==> config.mk <==
export PLATFORM = sky130hd
export DESIGN_NAME = base64_codec
export DESIGN_NICKNAME = d
export VERILOG_FILES = /design/src/rtl/core/b64c_pkg.sv /design/src/rtl/core/b64c_group.sv /design/src/rtl/core/b64c_emit.sv /design/src/rtl/core/base64_codec.sv
export SDC_FILE = /design/constraint.sdc
export NUM_CORES = 1
export LEC_CHECK = 0
export ABC_CLOCK_PERIOD_IN_PS = 8200
export BUFFER_PORTS_ARGS = -buffer_cell sky130_fd_sc_hd__buf_2
export CAP_MARGIN = 40
export CORE_MARGIN = 2
export CORE_UTILIZATION = 60
export CTS_CLUSTER_DIAMETER = 100
export DETAILED_ROUTE_END_ITERATION = 12
export MAX_ROUTING_LAYER = met4
export PLACE_DENSITY = 0.78
export SLEW_MARGIN = 20
export SYNTH_ARGS = -nofsm -noshare
export SYNTH_HDL_FRONTEND = slang
export SYNTH_SLANG_ARGS = --single-unit
==> constraint.sdc <==
create_clock -name clk_i -period 8.2 [get_ports clk_i]
set_input_delay 0 -clock clk_i [delete_from_list [all_inputs] [get_ports clk_i]]
set_output_delay 0 -clock clk_i [all_outputs]
set_load 0.01 [all_outputs]
==> src/rtl/core/b64c_pkg.sv <==
package b64c_pkg;

  localparam logic [7:0] PadChar   = 8'h3D;  // '='
  localparam logic [7:0] PlusChar  = 8'h2B;  // '+'
  localparam logic [7:0] SlashChar = 8'h2F;  // '/'

  localparam int unsigned MaxResults = 4;

  // Direction register codes.
  localparam logic DirEncode = 1'b0;
  localparam logic DirDecode = 1'b1;

  // One group's worth of results, handed from the group unit to the output stage.
  typedef struct packed {
    logic [MaxResults-1:0][7:0] data;  // data[0] goes out first
    logic [2:0]                 num;   // 1 to 4 results
    logic                       last;  // final result of the burst ends the message
    logic                       err;   // decode length error result
  } burst_t;

  // Sextet to character, standard alphabet.
  function automatic logic [7:0] enc_char(input logic [5:0] sx);
    logic [7:0] v;
    v = {2'b00, sx};
    if (sx < 6'd26) begin
      enc_char = 8'h41 + v;
    end else if (sx < 6'd52) begin
      enc_char = 8'h61 + v - 8'd26;
    end else if (sx < 6'd62) begin
      enc_char = 8'h30 + v - 8'd52;
    end else if (sx == 6'd62) begin
      enc_char = PlusChar;
    end else begin
      enc_char = SlashChar;
    end
  endfunction

  // Character to sextet; anything outside the alphabet, the pad mark too, is zero.
  function automatic logic [5:0] dec_sextet(input logic [7:0] ch);
    logic [7:0] v;
    v = 8'd0;
    case (ch) inside
      [8'h41:8'h5A]: v = ch - 8'h41;
      [8'h61:8'h7A]: v = ch - 8'h61 + 8'd26;
      [8'h30:8'h39]: v = ch - 8'h30 + 8'd52;
      PlusChar:      v = 8'd62;
      SlashChar:     v = 8'd63;
      default:       v = 8'd0;
    endcase
    dec_sextet = v[5:0];
  endfunction

endpackage

==> src/rtl/core/b64c_group.sv <==
module b64c_group (
  input  logic             clk_i,
  input  logic             rst_ni,
  input  logic             dir_i,
  input  logic             clear_i,
  input  logic             accept_i,
  input  logic [7:0]       byte_i,
  input  logic             last_i,
  output logic             burst_valid_o,
  output b64c_pkg::burst_t burst_o
);

  logic [23:0] bits_q, bits_d;
  logic [1:0]  cnt_q, cnt_d;
  logic        tpad_q, tpad_d;

  logic [23:0] enc_bits;
  logic [23:0] dec_bits;
  logic [5:0]  sx;
  logic        is_pad;

  assign is_pad = (byte_i == b64c_pkg::PadChar);
  assign sx     = is_pad ? 6'd0 : b64c_pkg::dec_sextet(byte_i);

  always_comb begin
    case (cnt_q)
      2'd0:    enc_bits = bits_q | {byte_i, 16'h0000};
      2'd1:    enc_bits = bits_q | {8'h00, byte_i, 8'h00};
      default: enc_bits = bits_q | {16'h0000, byte_i};
    endcase
    case (cnt_q)
      2'd0:    dec_bits = bits_q | {sx, 18'd0};
      2'd1:    dec_bits = bits_q | {6'd0, sx, 12'd0};
      2'd2:    dec_bits = bits_q | {12'd0, sx, 6'd0};
      default: dec_bits = bits_q | {18'd0, sx};
    endcase
  end

  always_comb begin
    bits_d        = bits_q;
    cnt_d         = cnt_q;
    tpad_d        = tpad_q;
    burst_valid_o = 1'b0;
    burst_o       = '0;

    if (clear_i) begin
      bits_d = '0;
      cnt_d  = '0;
      tpad_d = 1'b0;
    end else if (accept_i) begin
      if (dir_i == b64c_pkg::DirEncode) begin
        if (cnt_q == 2'd2 || last_i) begin
          burst_valid_o   = 1'b1;
          burst_o.num     = 3'd4;
          burst_o.last    = last_i;
          burst_o.data[0] = b64c_pkg::enc_char(enc_bits[23:18]);
          burst_o.data[1] = b64c_pkg::enc_char(enc_bits[17:12]);
          // A partial group pads the tail: one byte gives two marks, two bytes give one.
          burst_o.data[2] = (cnt_q == 2'd0) ? b64c_pkg::PadChar
                                            : b64c_pkg::enc_char(enc_bits[11:6]);
          burst_o.data[3] = (cnt_q != 2'd2) ? b64c_pkg::PadChar
                                            : b64c_pkg::enc_char(enc_bits[5:0]);
          bits_d = '0;
          cnt_d  = '0;
          tpad_d = 1'b0;
        end else begin
          bits_d = enc_bits;
          cnt_d  = cnt_q + 2'd1;
        end
      end else begin
        if (cnt_q != 2'd3) begin
          if (last_i) begin
            burst_valid_o = 1'b1;
            burst_o.num   = 3'd1;
            burst_o.last  = 1'b1;
            burst_o.err   = 1'b1;
            bits_d = '0;
            cnt_d  = '0;
            tpad_d = 1'b0;
          end else begin
            bits_d = dec_bits;
            cnt_d  = cnt_q + 2'd1;
            if (cnt_q == 2'd2) begin
              tpad_d = is_pad;
            end
          end
        end else begin
          burst_valid_o   = 1'b1;
          burst_o.last    = last_i;
          burst_o.data[0] = dec_bits[23:16];
          burst_o.data[1] = dec_bits[15:8];
          burst_o.data[2] = dec_bits[7:0];
          // Only the final group of a message is shortened by padding.
          if (last_i && is_pad) begin
            burst_o.num = tpad_q ? 3'd1 : 3'd2;
          end else begin
            burst_o.num = 3'd3;
          end
          bits_d = '0;
          cnt_d  = '0;
          tpad_d = 1'b0;
        end
      end
    end
  end

  always_ff @(posedge clk_i or negedge rst_ni) begin
    if (!rst_ni) begin
      bits_q <= '0;
      cnt_q  <= '0;
      tpad_q <= 1'b0;
    end else begin
      bits_q <= bits_d;
      cnt_q  <= cnt_d;
      tpad_q <= tpad_d;
    end
  end

endmodule

==> src/rtl/core/b64c_emit.sv <==
module b64c_emit (
  input  logic             clk_i,
  input  logic             rst_ni,
  input  logic             load_i,
  input  b64c_pkg::burst_t burst_i,
  output logic             free_o,
  output logic             valid_o,
  input  logic             ready_i,
  output logic [7:0]       byte_o,
  output logic             last_o,
  output logic             err_o
);

  b64c_pkg::burst_t buf_q;
  logic             valid_q, valid_d;
  logic [1:0]       idx_q, idx_d;
  logic             take;
  logic             final_item;

  assign take       = valid_q && ready_i;
  assign final_item = ({1'b0, idx_q} == (buf_q.num - 3'd1));
  // A new burst may enter in the cycle the last result of the current one leaves.
  assign free_o     = !valid_q || (take && final_item);

  assign valid_o = valid_q;
  assign byte_o  = buf_q.data[idx_q];
  assign last_o  = buf_q.last && final_item;
  assign err_o   = buf_q.err;

  always_comb begin
    valid_d = valid_q;
    idx_d   = idx_q;
    if (load_i) begin
      valid_d = 1'b1;
      idx_d   = '0;
    end else if (take) begin
      if (final_item) begin
        valid_d = 1'b0;
      end else begin
        idx_d = idx_q + 2'd1;
      end
    end
  end

  always_ff @(posedge clk_i or negedge rst_ni) begin
    if (!rst_ni) begin
      valid_q <= 1'b0;
      idx_q   <= '0;
    end else begin
      valid_q <= valid_d;
      idx_q   <= idx_d;
    end
  end

  always_ff @(posedge clk_i) begin
    if (load_i) begin
      buf_q <= burst_i;
    end
  end

  a_err_is_last: assert property (@(posedge clk_i) disable iff (!rst_ni)
    valid_q && buf_q.err |-> last_o && byte_o == 8'h00)
    else $error("length error result must be a lone final zero");

  a_num_range: assert property (@(posedge clk_i) disable iff (!rst_ni)
    valid_q |-> buf_q.num != 3'd0 && buf_q.num <= 3'd4)
    else $error("burst holds an impossible result count");

  a_no_overrun: assert property (@(posedge clk_i) disable iff (!rst_ni)
    load_i |-> free_o)
    else $error("burst loaded over results not yet delivered");

  a_idx_advance: assert property (@(posedge clk_i) disable iff (!rst_ni)
    take && !final_item && !load_i |=> valid_q && idx_q == $past(idx_q) + 2'd1)
    else $error("result index did not advance");

endmodule

==> src/rtl/core/base64_codec.sv <==
// Streaming Base64 codec, standard alphabet. cfg_wdata_i selects encode (0) or decode (1);
// a write also drops any partial group, so write it only between messages. Input items are
// taken one per cycle while the result register is free; when an item completes a group
// (or ends a message) its results, four characters when encoding, up to three bytes or one
// length-error result when decoding, are loaded into the result register at the accepting
// edge and leave one per cycle, while m_axis_tready is high, from the next cycle on. The
// input stalls whenever that register holds results, except in the cycle its final result
// leaves, so groups never overlap. s_axis_tready depends combinationally on m_axis_tready.
// The length-error result carries data 0, tlast and tuser set.
module base64_codec (
  input  logic       clk_i,
  input  logic       rst_ni,
  input  logic       cfg_we_i,
  input  logic       cfg_wdata_i,     // direction
  input  logic       s_axis_tvalid,
  output logic       s_axis_tready,
  input  logic [7:0] s_axis_tdata,    // [7:0] in_byte
  input  logic       s_axis_tlast,
  output logic       m_axis_tvalid,
  input  logic       m_axis_tready,
  output logic [7:0] m_axis_tdata,    // [7:0] out_byte
  output logic       m_axis_tlast,
  output logic       m_axis_tuser     // [0] length_error
);

  logic             dir_q;
  logic             in_accept;
  logic             burst_valid;
  logic             emit_free;
  b64c_pkg::burst_t burst;

  always_ff @(posedge clk_i or negedge rst_ni) begin
    if (!rst_ni) begin
      dir_q <= b64c_pkg::DirEncode;
    end else if (cfg_we_i) begin
      dir_q <= cfg_wdata_i;
    end
  end

  assign s_axis_tready = emit_free;
  assign in_accept     = s_axis_tvalid && s_axis_tready;

  b64c_group u_group (
    .clk_i         (clk_i),
    .rst_ni        (rst_ni),
    .dir_i         (dir_q),
    .clear_i       (cfg_we_i),
    .accept_i      (in_accept),
    .byte_i        (s_axis_tdata),
    .last_i        (s_axis_tlast),
    .burst_valid_o (burst_valid),
    .burst_o       (burst)
  );

  b64c_emit u_emit (
    .clk_i   (clk_i),
    .rst_ni  (rst_ni),
    .load_i  (burst_valid),
    .burst_i (burst),
    .free_o  (emit_free),
    .valid_o (m_axis_tvalid),
    .ready_i (m_axis_tready),
    .byte_o  (m_axis_tdata),
    .last_o  (m_axis_tlast),
    .err_o   (m_axis_tuser)
  );

endmodule

* Word level (Yosys, flattened, before mapping)
Index checks and enable logic that the tools add are counted.
** Cells by class
- $add $sub $neg :: 28
- Bitwise operators :: 11
- Eq/ne operators :: 14
- Multiplexer cells :: 66
- Reduce and logical (&&, ||, !) cells :: 23
- Order comparisons :: 19
** Operators by type and width (count)
- $mux 24 :: 7
- $mux 8 :: 14
- $pmux 24 s3 :: 1
- $add 7x6->8 const A :: 8
- $mux 28 :: 2
- $lt 6x6->1 const B :: 8
- $or 24x24->24 :: 2
- $pmux 24 s2 :: 1
- $mux 6 :: 7
- $sub 8x5->8 const B :: 4
- $sub 8x6->8 const B :: 4
- $add 6x6->7 const A :: 4
- $eq 6x6->1 const B :: 4
- $eq 8x6->1 const B :: 3
- $lt 6x5->1 const B :: 4
- $or 24x12->24 :: 1
- $or 24x16->24 :: 1
- $or 24x18->24 :: 1
- $or 24x6->24 :: 1
- $or 24x8->24 :: 1
- $mux 2 :: 10
- $mux 3 :: 6
- $bmux 8 s2 :: 1
- $ge 8x7->1 const B :: 2
- other kinds (29) :: 64
** Word-level totals
- Input port bits :: 15
- Bits in registers :: 68
- Word-level logic and storage cells :: 175
- Output and inout port bits :: 12

* Longest topological paths before layout
- Depth after elaboration :: 14
- Gate-level depth with buffers :: 14
- Gate-level depth less buffers :: 12

* Hierarchy
From an unflattened synthesis, not the netlist that was laid out.
** Second synthesis, totals
- Cell total of the unflattened synthesis :: 692
- Area, all modules :: 6114.6 µm²
** By module, submodules not included
- b64c_group :: times used 1, cells each 615, seq. area each 675.6 µm², area an instance 4486.8 µm²
- b64c_emit :: times used 1, cells each 74, seq. area each 1186.1 µm², area an instance 1581.5 µm²
- base64_codec :: times used 1, cells each 3, seq. area each 25.0 µm², area an instance 46.3 µm²

* Least setup slack after synthesis
Ideal clock, no wire load.
- Path kind :: reg2reg
- Start point :: register u_emit.buf_q[2] (netlist name)
- End point :: register u_emit.buf_q[10] (netlist name), enable pin
- Library setup time :: 0.434 ns
- Period minus slack after synthesis :: 3.447 ns
- Arrival time :: 3.013 ns
- Path buffers :: 2
- Data required time :: 7.766 ns
- Path slack :: 4.753 ns
- Cell stages (with the launch flop) :: 9
- Cell sequence :: edfxtp_1 inv_1 ha_1 xor2_1 a41o_1 buf_4 nand2_1 buf_6 nor2_1
** On the way
- Cells in the longest elaborated chain, start to end :: 7
** Ends and longest elaborated chain
- from (decl) :: RTL line b64c_emit.sv:14 : b64c_pkg::burst_t buf_q;
- from (signal assigned) :: RTL line b64c_emit.sv:57 : buf_q <= burst_i;
- $sub 3x1->3 :: RTL line b64c_emit.sv:21 : assign final_item = ({1'b0, idx_q} == (buf_q.num - 3'd1));
- $eq 2x3->1 :: RTL line b64c_emit.sv:21
- $logic_and 1x1->1 :: RTL line b64c_emit.sv:23 : assign free_o = !valid_q || (take && final_item);
- $logic_or 1x1->1 :: RTL line b64c_emit.sv:23
- named net s_axis_tready :: RTL line base64_codec.sv:16 : output logic s_axis_tready,
- $logic_and 1x1->1 :: RTL line base64_codec.sv:41 : assign in_accept = s_axis_tvalid && s_axis_tready;
- $mux 1 :: RTL line b64c_group.sv:50 : end else if (accept_i) begin
- $mux 1 :: RTL line b64c_group.sv:46 : if (clear_i) begin
- named net burst_valid :: RTL line base64_codec.sv:28 : logic burst_valid;
The timed path passes the listed nets, and every way through them passes these cells.
A chain may end at the register's enable or synchronous reset.

* Worst setup path after layout
- Start point :: register u_group.cnt_q[0]
- End point :: register u_emit.buf_q[33] (netlist name), data pin
** On the way
- Cells in the longest elaborated chain, start to end :: 8
- Elaborated cells between the ends (all ways) :: 20
- Those cells by class :: 5 x add/sub; 3 x order compare; 3 x eq/ne; 5 x mux; 1 x bitwise; 3 x reduce/logical
** Ends and longest elaborated chain
- from (decl) :: RTL line b64c_group.sv:14 : logic [1:0] cnt_q, cnt_d;
- from (signal assigned) :: RTL line b64c_group.sv:114 : cnt_q <= cnt_d;
- $eq 2x1->1 / $logic_not 2->1 (equally long branches) :: RTL line b64c_group.sv:26 : case (cnt_q)
- $pmux 24 s2 :: RTL line b64c_group.sv:26
- $add 6x6->7 :: RTL line b64c_pkg.sv:30 : enc_char = 8'h30 + v - 8'd52;
- $sub 8x6->8 :: RTL line b64c_pkg.sv:30
- $mux 8 :: RTL line b64c_pkg.sv:29 : end else if (sx < 6'd62) begin
- $mux 8 :: RTL line b64c_pkg.sv:27 : end else if (sx < 6'd52) begin
- $mux 8 :: RTL line b64c_pkg.sv:25 : if (sx < 6'd26) begin
- $mux 6 :: RTL line b64c_group.sv:61 : burst_o.data[3] = (cnt_q != 2'd2) ? b64c_pkg::PadChar
Several ways; a longest one is shown, not always the timed one.

==> reports/results.txt <==
status -> complete, no violations
Worst-path clk slew -> 0.09 ns
synthesized area per cell -> 8.85 sq um
hpwl dp -> 14300 um
HP Class -> in -> reg
register area share after synthesis -> 29.7%
GP Congestion -> 0.992
Reg2Reg Launch Point -> u_group.cnt_q[0]
die area -> 0.0114 sq mm
P_leak -> 0.00264 uW
largest net degree at the start of global routing -> 32
root buffer cell -> clkbuf_8
post-synth net total -> 789
gr usage total -> 36.5%
synth warn -> 0
vias in the first global route -> 5727
cell taking the most area after synthesis -> edfxtp_1
final hold violations -> 0
Crit path max-delay family -> compound AO/OA/AOI/OAI gates
Post-Synth Adder-Cell Area -> 10.8%
mux cell area share after synthesis -> 3.32%
post-synthesis xor/xnor area fraction -> 4.13%
TritonCTS clock tree -> yes
Via density -> 7.07
starting density of the core -> 61.6%
Pwr Density -> 120 mW/mm^2
Finished Cell Area -> 0.00676 sq mm
Cell Area, Synth -> 0.00636 sq mm
Post-Synth Simple-Gate Area -> 17.5%
Iter 0 DRT Violations -> 655
# H-tree levels -> 3
RSZ-0062 raised after global routing -> false
Yosys cell types -> 85
Synth-to-Final Area Change -> 6.23%
Antenna Nets Post-Route -> 0
max_cap viols -> 0
first-pass GRT wire length -> 31200 um
Clock Latency Late Sink -> 0.37 ns
initial antenna violation count -> 0
Compound-Gate Fraction of Synth Area -> 28.2%
top post-synthesis cells by count -> nand2_1, ha_1, o21ai_0
I/O Pins -> 27
DRC viols -> 0
share of the synthesized area in the top cell type -> 17.5%
clk buf depth -> 2
Peak VDD IR -> 0.104 mV
total CTS buffers -> 9
post-place instance area -> 0.00648 sq mm
fin. max-slew vios -> 0
CP max stage delay -> 0.77 ns
critical path peak fanout -> 15
Max Clock Skew -> 0.0168 ns
critical path data required time -> 8.34 ns
CTS sink cnt -> 68
core area -> 0.0103 sq mm
GRT Residual Overflow -> 0
setup TNS -> 0 ns
Arr. time, crit path -> 4.30 ns
most frequent cell after synthesis -> nand2_1
Fmax -> 240 MHz
Buf/Inv on CP -> 3
Main synth FF type -> edfxtp_1
largest family of logic cells by synthesized area -> compound AO/OA/AOI/OAI gates
synthesis-stage register bit count -> 68
worst slew pin tran -> 0.955 ns
worst hold start -> m_axis_tready
EDFF count, synth -> 37
DR pass1 iterations -> 5
share of cells above drive strength 1 -> 11.9%
Slowest cell on crit path -> a221oi_2
PortBufs -> 26
max_slew headroom -> 36.3%
Diodes inserted -> 0
WL final -> 19700 um
# rows -> 37
Wirelength per Cell -> 22.8 um
Setup crit start kind -> flop
Setup-failing EPs final -> 0
Tmin final -> 4.16 ns
CP Launch Point -> u_group.cnt_q[0]
Worst Setup End Kind -> flop
post-route clock period utilization -> 50.7%
Die Span X -> 107 um
synth top area cells -> edfxtp_1, dfrtp_1, ha_1
Post-synth ARST share -> 45.6%
Mapped Cells -> 719
DIE HEIGHT -> 107 um
CP cell instances -> inv_1 > ha_1 > buf_6 > nor2_4 > a21oi_1 > inv_1 > ha_1 > and2_1 > a221oi_2 > or3_1 > nand4_1 > and3_1
Core Util, Final -> 65.5%
Crit Path Category -> reg -> reg
Nets -> 795
via count -> 6122
==> stage by stage <==
stage / hold WS, ns / power, uW / cells / setup slack, ns
6_report: 0.0380 / 812 / 866 / 4.04
5_1_grt: 0.0662 / 835 / 866 / 3.80
4_1_cts: 0.0386 / 805 / 864 / 4.08
3_5_place_dp: 0.133 / 512 / 845 / 4.08
3_3_place_gp: 0.130 / 506 / 841 / 4.17
2_1_floorplan: -0.296 / 480 / 719 / 4.75
==> flip-flops by register name, summed over array words and instances, names as in the netlist <==
register        flops
u_emit.valid_o      1
dir_q               1
u_group.bits_q     24
u_group.cnt_q       2
u_emit.idx_q        2
u_group.tpad_q      1
u_emit.buf_q       36
u_emit.err_o        1
==> repair_timing <==
action                    CTS  global route
hold buffers                3             0
gates resized for setup     0             0
setup buffers               0             0
hold endpoints to repair   33             0
==> report_power, final <==
group          leakage, uW  switching [uW]  internal, uW
registers         0.000676            27.3           362
logic              0.00187            71.0          50.2
clock network     0.000101             156           145
total              0.00264             254           558
==> metal layers <==
| metal | global-route usage [%] | routed length [um] | vias to the layer above |
|---|---|---|---|
| met4 | 19.3 | 1140 | 0 |
| li1 | - | - | 2728 |
| met1 | 48.1 | 7920 | 2892 |
| met5 | - | 0 | - |
| met3 | 5.17 | 1960 | 88 |
| met2 | 55.0 | 8690 | 414 |
==> cell families after synthesis <==
group	count (synthesis)
and+or+nand+nor	216
buffers and inverters	85
adders and majority gates	55
DFF	68
muxes	11
xor gates and xnor gates	30
AOI/OAI and AO/OA	254
==> final cells by class <==
class,count,area [sq um]
Multi-Input combinational cell,566,4070
Fill cell,876,3560
Sequential cell,68,1890
Timing Repair Buffer,35,254
Inverter,45,171
Tap cell,136,170
Clock buffer,9,124
Clock inverter,7,81.3
==> placed cells by master, fill, tap and decap left out, types with 11 or more instances in the layout <==
master	count
inv_1	41
nor2b_1	13
a31oi_1	15
o221ai_1	13
nand3_1	22
xnor2_1	20
edfxtp_1	37
a21oi_1	49
nand2_1	65
nor2_1	42
buf_2	27
o21ai_0	51
ha_1	55
o211ai_1	11
nand2b_1	11
a22oi_1	12
a21o_1	16
dfrtp_1	31
==> worst min-delay path, stage by stage <==
cell	delay (ns)
buf_2	0.12
nand3_1	0.08
xor2_1	0.07
nor2_1	0.10
==> final timing paths <==
path                       slack (ns)                  to  depth (start not counted)
max                              4.04    u_emit.buf_q[33]                         12
min                              0.04     u_emit.idx_q[0]                          4
max reg2reg                      4.04    u_emit.buf_q[33]                         12
min reg2reg                      0.54  u_group.bits_q[23]                          2
max in group asynchronous        7.70    u_group.cnt_q[0]                          3
min in group asynchronous        0.06  u_group.bits_q[15]                          2
Power figures use the tool's default switching activity.
